--- config.mk ---
export PLATFORM = sky130hd
export DESIGN_NAME = json_string_unescape
export DESIGN_NICKNAME = d
export VERILOG_FILES = /design/src/jsu_pkg.sv /design/src/jsu_in_buf.sv /design/src/jsu_decode.sv /design/src/jsu_out_ser.sv /design/src/json_string_unescape.sv
export SDC_FILE = /design/constraint.sdc
export NUM_CORES = 1
export LEC_CHECK = 0
export BUFFER_PORTS_ARGS = -buffer_cell sky130_fd_sc_hd__buf_2
export CAP_MARGIN = 20
export CORE_MARGIN = 4
export CORE_UTILIZATION = 56
export CTS_CLUSTER_SIZE = 30
export DETAILED_ROUTE_END_ITERATION = 7
export PLACE_DENSITY_LB_ADDON = 0.25
export REMOVE_ABC_BUFFERS = 1
export SYNTH_ARGS = -nofsm -noshare
export SYNTH_HDL_FRONTEND = slang
export SYNTH_HIERARCHICAL = 1
export SYNTH_SLANG_ARGS = --single-unit
--- constraint.sdc ---
create_clock -name clk -period 3.5 [get_ports clk]
set_clock_uncertainty 0.05 [all_clocks]
set_input_delay 0.175 -clock clk [delete_from_list [all_inputs] [get_ports clk]]
set_output_delay 0.175 -clock clk [all_outputs]
set_load 0.005 [all_outputs]
--- src/jsu_pkg.sv ---
// ----------------------------------------------------------------------------
// jsu_pkg
// Shared types and codes for the JSON string unescape block.
// ----------------------------------------------------------------------------
package jsu_pkg;

  localparam logic [1:0] CMD_START = 2'd0;
  localparam logic [1:0] CMD_DATA  = 2'd1;
  localparam logic [1:0] CMD_END   = 2'd2;

  localparam logic [1:0] KIND_DATA  = 2'd0;
  localparam logic [1:0] KIND_DONE  = 2'd1;
  localparam logic [1:0] KIND_ERROR = 2'd2;

  localparam logic [3:0] ERR_UNTERM_STR  = 4'd0;
  localparam logic [3:0] ERR_CTRL_CHAR   = 4'd1;
  localparam logic [3:0] ERR_UNTERM_ESC  = 4'd2;
  localparam logic [3:0] ERR_UNKNOWN_ESC = 4'd3;
  localparam logic [3:0] ERR_TRUNC_HEX   = 4'd4;
  localparam logic [3:0] ERR_BAD_HEX     = 4'd5;
  localparam logic [3:0] ERR_HIGH_ALONE  = 4'd6;
  localparam logic [3:0] ERR_HIGH_NO_LOW = 4'd7;
  localparam logic [3:0] ERR_LONE_LOW    = 4'd8;

  typedef enum logic [2:0] {
    MODE_IDLE = 3'd0,
    MODE_BODY = 3'd1,
    MODE_ESC  = 3'd2,
    MODE_HEX  = 3'd3,
    MODE_HBS  = 3'd4,
    MODE_HU   = 3'd5
  } mode_t;

  typedef struct packed {
    logic [1:0] cmd;
    logic [7:0] data;
  } item_t;

  typedef struct packed {
    logic [1:0]      last_idx;
    logic [1:0]      kind;
    logic [3:0]      code;
    logic [3:0][7:0] bytes;
  } rset_t;

endpackage

--- src/jsu_in_buf.sv ---
// ----------------------------------------------------------------------------
// jsu_in_buf
// Two-entry input buffer; stall comes straight from the fill count.
// ----------------------------------------------------------------------------
module jsu_in_buf (
  input  logic           clk,
  input  logic           rst,
  input  logic           valid,
  output logic           stall,
  input  jsu_pkg::item_t wr_item,
  output logic           rd_valid,
  input  logic           rd_take,
  output jsu_pkg::item_t rd_item
);

  jsu_pkg::item_t ent [2];
  logic           wr_ptr;
  logic           rd_ptr;
  logic [1:0]     count;
  logic           push;
  logic           pop;

  assign stall    = (count == 2'd2);
  assign rd_valid = (count != 2'd0);
  assign rd_item  = ent[rd_ptr];
  assign push     = valid && !stall;
  assign pop      = rd_valid && rd_take;

  always_ff @(posedge clk) begin
    if (push) begin
      ent[wr_ptr] <= wr_item;
    end
  end

  always_ff @(posedge clk) begin
    if (rst) begin
      wr_ptr <= 1'b0;
      rd_ptr <= 1'b0;
      count  <= 2'd0;
    end else begin
      if (push) begin
        wr_ptr <= ~wr_ptr;
      end
      if (pop) begin
        rd_ptr <= ~rd_ptr;
      end
      if (push && !pop) begin
        count <= count + 2'd1;
      end else if (pop && !push) begin
        count <= count - 2'd1;
      end
    end
  end

endmodule

--- src/jsu_decode.sv ---
// ----------------------------------------------------------------------------
// jsu_decode
// Escape and surrogate state machine with UTF-8 encoding of each code point.
// ----------------------------------------------------------------------------
module jsu_decode (
  input  logic           clk,
  input  logic           rst,
  input  logic           fire,
  input  jsu_pkg::item_t item,
  output logic           set_valid,
  output jsu_pkg::rset_t set
);

  jsu_pkg::mode_t mode;
  jsu_pkg::mode_t mode_next;
  logic [1:0]     hex_count;
  logic [1:0]     hex_count_next;
  logic [15:0]    hex_accum;
  logic [15:0]    hex_accum_next;
  logic [9:0]     high_part;
  logic [9:0]     high_part_next;
  logic           in_low_unit;
  logic           in_low_unit_next;

  logic [7:0]      c;
  logic [3:0]      hv;
  logic            hok;
  logic [15:0]     acc_new;
  logic            unit_end;
  logic            is_high;
  logic            is_low;
  logic [20:0]     cp;
  logic [3:0][7:0] enc_bytes;
  logic [1:0]      enc_last;

  assign c = item.data;

  always_comb begin
    hv  = 4'd0;
    hok = 1'b1;
    if (c >= 8'h30 && c <= 8'h39) begin
      hv = 4'(c - 8'h30);
    end else if (c >= 8'h61 && c <= 8'h66) begin
      hv = 4'(c - 8'h57);
    end else if (c >= 8'h41 && c <= 8'h46) begin
      hv = 4'(c - 8'h37);
    end else begin
      hok = 1'b0;
    end
  end

  assign acc_new  = {hex_accum[11:0], hv};
  assign unit_end = hok && (hex_count == 2'd3);
  assign is_high  = (acc_new[15:10] == 6'b110110);
  assign is_low   = (acc_new[15:10] == 6'b110111);
  assign cp       = in_low_unit ? (21'h10000 + {1'b0, high_part, acc_new[9:0]})
                                : {5'd0, acc_new};

  always_comb begin
    enc_bytes = '0;
    if (cp < 21'h80) begin
      enc_bytes[0] = cp[7:0];
      enc_last     = 2'd0;
    end else if (cp < 21'h800) begin
      enc_bytes[0] = {3'b110, cp[10:6]};
      enc_bytes[1] = {2'b10, cp[5:0]};
      enc_last     = 2'd1;
    end else if (cp < 21'h10000) begin
      enc_bytes[0] = {4'b1110, cp[15:12]};
      enc_bytes[1] = {2'b10, cp[11:6]};
      enc_bytes[2] = {2'b10, cp[5:0]};
      enc_last     = 2'd2;
    end else begin
      enc_bytes[0] = {5'b11110, cp[20:18]};
      enc_bytes[1] = {2'b10, cp[17:12]};
      enc_bytes[2] = {2'b10, cp[11:6]};
      enc_bytes[3] = {2'b10, cp[5:0]};
      enc_last     = 2'd3;
    end
  end

  // next state
  always_comb begin
    mode_next        = mode;
    hex_count_next   = hex_count;
    hex_accum_next   = hex_accum;
    high_part_next   = high_part;
    in_low_unit_next = in_low_unit;
    unique case (item.cmd)
      jsu_pkg::CMD_START: begin
        mode_next        = jsu_pkg::MODE_BODY;
        hex_count_next   = 2'd0;
        hex_accum_next   = 16'd0;
        high_part_next   = 10'd0;
        in_low_unit_next = 1'b0;
      end
      jsu_pkg::CMD_DATA: begin
        unique case (mode)
          jsu_pkg::MODE_BODY: begin
            if (c == 8'h22 || c < 8'h20) begin
              mode_next = jsu_pkg::MODE_IDLE;
            end else if (c == 8'h5C) begin
              mode_next = jsu_pkg::MODE_ESC;
            end
          end
          jsu_pkg::MODE_ESC: begin
            unique case (c)
              8'h22, 8'h5C, 8'h2F, 8'h62, 8'h66, 8'h6E, 8'h72, 8'h74: begin
                mode_next = jsu_pkg::MODE_BODY;
              end
              8'h75: begin
                mode_next        = jsu_pkg::MODE_HEX;
                hex_count_next   = 2'd0;
                hex_accum_next   = 16'd0;
                in_low_unit_next = 1'b0;
              end
              default: begin
                mode_next = jsu_pkg::MODE_IDLE;
              end
            endcase
          end
          jsu_pkg::MODE_HEX: begin
            if (!hok) begin
              mode_next = jsu_pkg::MODE_IDLE;
            end else begin
              hex_accum_next = acc_new;
              hex_count_next = hex_count + 2'd1;
              if (unit_end) begin
                if (in_low_unit) begin
                  mode_next = is_low ? jsu_pkg::MODE_BODY : jsu_pkg::MODE_IDLE;
                end else if (is_high) begin
                  high_part_next = acc_new[9:0];
                  mode_next      = jsu_pkg::MODE_HBS;
                end else if (is_low) begin
                  mode_next = jsu_pkg::MODE_IDLE;
                end else begin
                  mode_next = jsu_pkg::MODE_BODY;
                end
              end
            end
          end
          jsu_pkg::MODE_HBS: begin
            mode_next = (c == 8'h5C) ? jsu_pkg::MODE_HU : jsu_pkg::MODE_IDLE;
          end
          jsu_pkg::MODE_HU: begin
            if (c == 8'h75) begin
              mode_next        = jsu_pkg::MODE_HEX;
              hex_count_next   = 2'd0;
              hex_accum_next   = 16'd0;
              in_low_unit_next = 1'b1;
            end else begin
              mode_next = jsu_pkg::MODE_IDLE;
            end
          end
          default: begin
          end
        endcase
      end
      jsu_pkg::CMD_END: begin
        mode_next = jsu_pkg::MODE_IDLE;
      end
      default: begin
      end
    endcase
  end

  // result set
  always_comb begin
    set_valid = 1'b0;
    set       = '0;
    unique case (item.cmd)
      jsu_pkg::CMD_DATA: begin
        unique case (mode)
          jsu_pkg::MODE_BODY: begin
            set_valid = 1'b1;
            if (c == 8'h22) begin
              set.kind = jsu_pkg::KIND_DONE;
            end else if (c < 8'h20) begin
              set.kind = jsu_pkg::KIND_ERROR;
              set.code = jsu_pkg::ERR_CTRL_CHAR;
            end else if (c == 8'h5C) begin
              set_valid = 1'b0;
            end else begin
              set.bytes[0] = c;
            end
          end
          jsu_pkg::MODE_ESC: begin
            set_valid = 1'b1;
            unique case (c)
              8'h22, 8'h5C, 8'h2F: set.bytes[0] = c;
              8'h62: set.bytes[0] = 8'h08;
              8'h66: set.bytes[0] = 8'h0C;
              8'h6E: set.bytes[0] = 8'h0A;
              8'h72: set.bytes[0] = 8'h0D;
              8'h74: set.bytes[0] = 8'h09;
              8'h75: set_valid = 1'b0;
              default: begin
                set.kind = jsu_pkg::KIND_ERROR;
                set.code = jsu_pkg::ERR_UNKNOWN_ESC;
              end
            endcase
          end
          jsu_pkg::MODE_HEX: begin
            if (!hok) begin
              set_valid = 1'b1;
              set.kind  = jsu_pkg::KIND_ERROR;
              set.code  = jsu_pkg::ERR_BAD_HEX;
            end else if (unit_end) begin
              set_valid = 1'b1;
              if (in_low_unit && !is_low) begin
                set.kind = jsu_pkg::KIND_ERROR;
                set.code = jsu_pkg::ERR_HIGH_NO_LOW;
              end else if (!in_low_unit && is_high) begin
                set_valid = 1'b0;
              end else if (!in_low_unit && is_low) begin
                set.kind = jsu_pkg::KIND_ERROR;
                set.code = jsu_pkg::ERR_LONE_LOW;
              end else begin
                set.bytes    = enc_bytes;
                set.last_idx = enc_last;
              end
            end
          end
          jsu_pkg::MODE_HBS: begin
            if (c != 8'h5C) begin
              set_valid = 1'b1;
              set.kind  = jsu_pkg::KIND_ERROR;
              set.code  = jsu_pkg::ERR_HIGH_ALONE;
            end
          end
          jsu_pkg::MODE_HU: begin
            if (c != 8'h75) begin
              set_valid = 1'b1;
              set.kind  = jsu_pkg::KIND_ERROR;
              set.code  = jsu_pkg::ERR_HIGH_ALONE;
            end
          end
          default: begin
          end
        endcase
      end
      jsu_pkg::CMD_END: begin
        set_valid = (mode != jsu_pkg::MODE_IDLE);
        set.kind  = jsu_pkg::KIND_ERROR;
        unique case (mode)
          jsu_pkg::MODE_BODY: set.code = jsu_pkg::ERR_UNTERM_STR;
          jsu_pkg::MODE_ESC:  set.code = jsu_pkg::ERR_UNTERM_ESC;
          jsu_pkg::MODE_HEX:  set.code = jsu_pkg::ERR_TRUNC_HEX;
          jsu_pkg::MODE_HBS:  set.code = jsu_pkg::ERR_HIGH_ALONE;
          jsu_pkg::MODE_HU:   set.code = jsu_pkg::ERR_HIGH_ALONE;
          default:            set.code = jsu_pkg::ERR_UNTERM_STR;
        endcase
      end
      default: begin
      end
    endcase
  end

  always_ff @(posedge clk) begin
    if (rst) begin
      mode        <= jsu_pkg::MODE_IDLE;
      hex_count   <= 2'd0;
      hex_accum   <= 16'd0;
      high_part   <= 10'd0;
      in_low_unit <= 1'b0;
    end else if (fire) begin
      mode        <= mode_next;
      hex_count   <= hex_count_next;
      hex_accum   <= hex_accum_next;
      high_part   <= high_part_next;
      in_low_unit <= in_low_unit_next;
    end
  end

endmodule

--- src/jsu_out_ser.sv ---
// ----------------------------------------------------------------------------
// jsu_out_ser
// Result set register; sends one word of the set per cycle while not stalled.
// ----------------------------------------------------------------------------
module jsu_out_ser (
  input  logic           clk,
  input  logic           rst,
  input  logic           fire,
  input  logic           set_valid,
  input  jsu_pkg::rset_t set_in,
  output logic           ready,
  output logic           valid,
  input  logic           stall,
  output logic [7:0]     out_byte,
  output logic [1:0]     kind,
  output logic [3:0]     error_code,
  output logic           last
);

  jsu_pkg::rset_t set;
  logic           busy;
  logic [1:0]     idx;
  logic           at_last;

  assign at_last    = (idx == set.last_idx);
  assign ready      = !busy || (!stall && at_last);
  assign valid      = busy;
  assign out_byte   = set.bytes[idx];
  assign kind       = set.kind;
  assign error_code = set.code;
  assign last       = at_last;

  always_ff @(posedge clk) begin
    if (fire && set_valid) begin
      set <= set_in;
    end
  end

  always_ff @(posedge clk) begin
    if (rst) begin
      busy <= 1'b0;
      idx  <= 2'd0;
    end else if (fire) begin
      busy <= set_valid;
      idx  <= 2'd0;
    end else if (busy && !stall) begin
      if (at_last) begin
        busy <= 1'b0;
      end else begin
        idx <= idx + 2'd1;
      end
    end
  end

endmodule

--- src/json_string_unescape.sv ---
// ----------------------------------------------------------------------------
// json_string_unescape
// JSON string body decoder: escapes and \u pairs in, UTF-8 bytes out.
// ----------------------------------------------------------------------------
// Takes one command word per cycle while req_stall is low and sends one
// result word per cycle while res_stall is low. An escape sequence that ends
// in a code point gives one to four result words, sent one after another from
// the result register; a two-entry input buffer keeps taking words meanwhile
// and raises req_stall only when both entries are full. A word waits in the
// input buffer and its results in the result register. The next word is
// decoded in the cycle the last result word of the previous one is taken.
module json_string_unescape (
  input  logic       clk,
  input  logic       rst,
  input  logic       req_valid,
  output logic       req_stall,
  input  logic [1:0] cmd,
  input  logic [7:0] byte_req,
  output logic       res_valid,
  input  logic       res_stall,
  output logic [7:0] out_byte,
  output logic [1:0] kind,
  output logic [3:0] error_code,
  output logic       last
);

  jsu_pkg::item_t wr_item;
  jsu_pkg::item_t rd_item;
  jsu_pkg::rset_t set;
  logic           rd_valid;
  logic           ser_ready;
  logic           fire;
  logic           set_valid;

  assign wr_item.cmd  = cmd;
  assign wr_item.data = byte_req;
  assign fire         = rd_valid && ser_ready;

  jsu_in_buf u_in_buf (
    .clk      (clk),
    .rst      (rst),
    .valid    (req_valid),
    .stall    (req_stall),
    .wr_item  (wr_item),
    .rd_valid (rd_valid),
    .rd_take  (ser_ready),
    .rd_item  (rd_item)
  );

  jsu_decode u_decode (
    .clk       (clk),
    .rst       (rst),
    .fire      (fire),
    .item      (rd_item),
    .set_valid (set_valid),
    .set       (set)
  );

  jsu_out_ser u_out_ser (
    .clk        (clk),
    .rst        (rst),
    .fire       (fire),
    .set_valid  (set_valid),
    .set_in     (set),
    .ready      (ser_ready),
    .valid      (res_valid),
    .stall      (res_stall),
    .out_byte   (out_byte),
    .kind       (kind),
    .error_code (error_code),
    .last       (last)
  );

endmodule

After elaboration in Yosys (flattened, before gate mapping)
Memories as Yosys holds them, arrays and structs flattened. A register that Yosys moved wholly into a read port is not among the register bits. Cells that the tools add are included.

Output and inout bits: 17. RAM bits: 20. Input bits: 14. Logic and storage cells: 225. Register bits after elaboration: 75. Memories kept: 1.

Memories: u_in_buf.ent (words 2, bits a word 10, read ports 1, clocked after memory_dff 1, wr ports 1, RTL line jsu_in_buf.sv:16) `jsu_pkg::item_t ent [2];`.

Eq/ne operators: 37. Bitwise logic cells: 7. Magnitude comparators: 11. Mux-type cells: 96. Add/subtract/negate cells: 8. Reduce and logical (&&, ||, !) cells: 46.

Operator list (number): $mux W24 (3); $mux W32 (2); $eq A8 B7 Y1 const B (7); $mux W8 (7); $mux W10 (5); $mux W16 (3); $pmux W12 S2 (2); $pmux W8 S6 (1); $mux W6 (7); $mux W40 (1); $mux W38 (1); $pmux W6 S5 (1); $mux W1 (25); $mux W12 (2); $pmux W8 S3 (1); $mux W22 (1); $add A17 B20 Y21 const A (1); $lt A21 B12 Y1 const B (1); $lt A21 B17 Y1 const B (1); $lt A21 B8 Y1 const B (1); $mux W21 (1); $mux W3 (7); $pmux W10 S2 (1); $mux W2 (9); other kinds (49) (114).

Logic depth before layout (Yosys ltp)
Depth in word-level cells: 21. Gate-level depth with buffers: 12. Depth with buffers taken out: 11.

By module
Netlist, hierarchy kept.

By module, submodules not included: jsu_decode (times used 1, cells an instance 432, sequential area each 560.5 sq um, area an instance 3039.2 sq um); jsu_out_ser (times used 1, cells an instance 80, sequential area each 1261.2 sq um, area an instance 1660.3 sq um); jsu_in_buf (times used 1, cells an instance 56, sequential area each 700.7 sq um, area an instance 938.4 sq um); json_string_unescape (times used 1, cells an instance 1, sequential area each 0.0 sq um, area an instance 6.3 sq um).

Least setup slack after synthesis
Ideal clock, no wire load.

Path type: register to register. Start: reg (tool-made name). End: reg u_out_ser.set (netlist bit u_out_ser/error_code[0]) (enable). Buffers on the path: 1. Slack: -272 ps. Data arrival time: 3328 ps. Cell stages (with the launch flop): 12. Cells stage by stage: dfxtp_1 buf_2 mux2_2 inv_1 ha_1 inv_1 o311ai_0 nand2_1 a21o_1 a311oi_1 nand2_1 inv_1.

RTL lines: end signal: assignment (RTL line jsu_out_ser.sv:35) `set <= set_in;`; end: declaration (RTL line jsu_out_ser.sv:20) `jsu_pkg::rset_t set;`.

==> impl_metrics.py <==
metrics = {
    "worst_setup_path": {
        "path_cells": "mux2_2, inv_1, ha_1, inv_1, o311ai_0, nand2_1, a21o_1, a311oi_1, nand2_1, inv_1, buf_12",
        "cpMaxStageDelayCell": "mux2_2",
        "setup.worst_path.end": "u_out_ser/set[13]",
        "slowest_delay_ns": 0.43,
        "r2r_cells": 11,
        "worstPathMaxFanout": 35,
        "critPathRequiredTime_ns": 3.51,
        "r2r_setup_slack_ns": 0.24,
        "cp_top_family": "compound AO/OA/AOI/OAI gates",
        "reg2reg_to": "u_out_ser/set[13]",
        "path_buf_inv": 4,
        "cpMostUsedCell": "inv_1",
        "crit_type": "reg -> reg",
        "end_kind": "flop",
        "cp.arrival_ns": 3.27,
        "crit_cells": 11,
        "startpoint_type": "flop",
    },
    "yosys": {
        "yosysSeqAreaShare_pct": 44.7,
        "synth_area_sq_mm": 0.00564,
        "synth-main-ff-cell": "edfxtp_1",
        "synth_warnings": 6,
        "synth_edf_count": 60,
        "yosysTopAreaCell": "edfxtp_1",
        "synth-async-reset-ratio_pct": 0,
        "ys_seq_elements": 96,
        "synth_top_area_share_pct": 31.9,
        "yosys-top-cells-area": "edfxtp_1 32%, dfxtp_1 13%, nand2_1 4.0%, o21ai_0 3.2%, mux2_2 3.0%",
        "ys_types": 80,
        "avgSynthCellArea_sq_um": 9.92,
        "synth_cells": 569,
    },
    "floorplan": {
        "initial_core_util_pct": 57.7,
        "fp.coreArea_sq_mm": 0.00977,
        "die_height_microns": 108,
        "die-area_sq_mm": 0.0117,
        "die_width_microns": 108,
        "rows": 36,
        "ioPinCount": 31,
    },
    "cells_and_area": {
        "nets": 625,
        "layout-area-overhead-vs-synth_pct": 9.80,
        "fin_util_pct": 63.4,
        "register_area_sq_mm": 0.00252,
        "multi_input_area_sq_mm": 0.00282,
        "fin_cells": 738,
        "num_antenna_cells": 0,
        "final_cell_mix": "60 x nand2_1, 60 x edfxtp_1, 42 x nor2_1",
        "drive_above_1_share_pct": 17.5,
        "n_fill_cell": 792,
    },
    "timing": {
        "tightest_slew_ns": 0.747,
        "holdWs_ns": 0.141,
        "maxSlewViolCount": 0,
        "period_share_pct": 93.2,
        "finalSetupViolCount": 0,
        "rsz0062_at_grt": "no",
        "relSlewSlack_pct": 50.0,
        "period_needed_ns": 3.26,
        "finalHoldViolCount": 0,
        "max_freq_mhz": 306,
    },
    "clock_network": {
        "clk_path_buf_depth": 2,
        "cts_tree": "built",
        "insertion_delay_ns": 0.36,
        "clk_pin_slew_ns": 0.08,
        "cts_resized": 0,
        "cts_buffers": 9,
        "cts-root-buf": "clkbuf_8",
        "clock_sinks": 96,
        "cts_htree_levels": 3,
    },
    "power_and_ir_drop": {
        "seqPwrFrac_pct": 44.9,
        "p_sw_mw": 1.01,
        "p_int_mw": 1.93,
        "power_density_mw_per_mm2": 474,
        "p_leak_nw": 2.26,
        "pwr-share-clk_pct": 23.8,
        "ir_worst_vdd_mv": 0.340,
        "comb_power_share_pct": 31.3,
        "p_sw_share_pct": 34.3,
    },
    "drt": {
        "routed_wl_microns": 13800,
        "ant_nets": 0,
        "vias": 4611,
        "via_per_inst": 6.25,
        "drt-initial-drc-count": 360,
        "wl_per_cell_microns": 18.7,
        "drtPass1Iterations": 7,
        "drc": 0,
    },
    "placement": {
        "post-dp-hpwl_microns": 10400,
        "gp_congestion": 0.997,
        "portBuffers": 30,
        "dp.cells": 712,
    },
    "global_routing": {
        "grt_pass1_vias": 4433,
        "grt_use_total_pct": 25.2,
        "antenna_found_initial": 0,
        "grt-ovfl-total": 0,
        "grt_max_degree": 40,
        "grt_pass1_wl_microns": 22900,
    },
    "run": {
        "drv_cap": 0,
    },
    "min_path": {
        "hp-class": "in -> reg",
        "min_from": "req_valid",
    },
    "run_status": {
        "outcome": "finished clean",
    },
}
==> routing by layer <==
metal  share of wire (%)  up-vias  GRT usage (%)
met5                   0        -              0
met3                 6.9       28           3.82
li1                    -     2195              -
met1                  45     2198           34.9
met4                 2.7        0           11.0
met2                  45      190           39.4
==> tightest hold or removal path, cell delays in order <==
cell,delay [ns]
buf_2,0.08
inv_1,0.04
o21ai_0,0.15
a21oi_1,0.06
==> sequential cells by signal, summed over array words and instances (netlist names), 3 cells and up, named ones only <==
register	count
u_out_ser/error_code	4
u_decode/mode	3
u_in_buf/ent	20
u_out_ser/set	34
u_decode/high_part	10
u_decode/hex_accum	12
==> cells in the mapped netlist, types with 5 or more instances <==
cell type,n
mux2_2,15
o22ai_1,9
o31ai_1,5
or3_1,11
dfxtp_1,36
and2_1,5
clkbuf_1,19
nor4_1,5
nor3_1,10
a21oi_1,32
xor2_1,7
o211ai_1,5
nand3_1,24
a22oi_1,9
nor2_1,42
o311ai_0,5
o21a_1,6
nand2_1,60
buf_4,11
nand3b_1,16
edfxtp_1,60
ha_1,11
mux2i_1,6
o21ai_0,36
a211oi_1,5
buf_2,8
inv_1,21
nand2b_1,5
==> logic make-up (layout without fill, tap and decap cells) <==
kind of cell | after synthesis | count (layout) | synth area share (%)
other | 1 | 3 | 0.0664
muxes | 29 | 29 | 7.52
DFF | 96 | 96 | 44.7
buffers and inverters | 64 | 98 | 5.56
adders and majority gates | 11 | 11 | 2.44
and+or+nand+nor | 207 | 207 | 19.4
AOI/OAI and AO/OA | 152 | 152 | 18.9
xor gates and xnor gates | 9 | 9 | 1.40
==> through the flow <==
step / area [sq um] / setup WS, ns / power, mW / setup TNS, ns
CTS: 6200 / 0.271 / 2.93 / 0
finish: 6200 / 0.237 / 2.94 / 0
detailed placement: 5900 / 0.270 / 2.23 / 0
global placement: 5900 / 0.327 / 2.22 / 0
global route: 6200 / 0.0244 / 3.10 / 0
floorplan: 5420 / -0.310 / 1.95 / -12.38
==> how the worst min path moves through the flow <==
stage                     depth (start not counted)  slack, ns                    end
after floorplan                                   1       0.19  u_decode/high_part[0]
after global placement                            1       0.31     u_in_buf/ent[0][3]
after detailed placement                          1       0.32     u_in_buf/ent[0][0]
after CTS                                         4       0.12        u_in_buf/wr_ptr
after global routing                              4       0.17        u_in_buf/wr_ptr
final                                             4       0.14        u_in_buf/wr_ptr
==> what timing repair did <==
action | CTS | global route
buffers inserted | 0 | 0
hold buffers | 10 | 0
hold endpoints to repair | 20 | 0
==> cell type report <==
cell class                 instances  area share [%]
inverter                          22            1.33
timing repair buffer              60            6.66
clock inverter                     1           0.141
clock buffer                      15            3.05
multi-input combinational        411            45.4
tap                              133            2.69
sequential                        96            40.7
==> power by group through the flow <==
stage | logic (mW) | clock network [mW] | registers [mW]
2_1_floorplan | 0.619 | 0 | 1.34
3_3_place_gp | 0.873 | 0 | 1.34
3_5_place_dp | 0.883 | 0 | 1.34
4_1_cts | 0.897 | 0.717 | 1.32
5_1_grt | 1.00 | 0.769 | 1.33
6_report | 0.918 | 0.699 | 1.32
No activity file was read; power rests on OpenSTA's default activity.
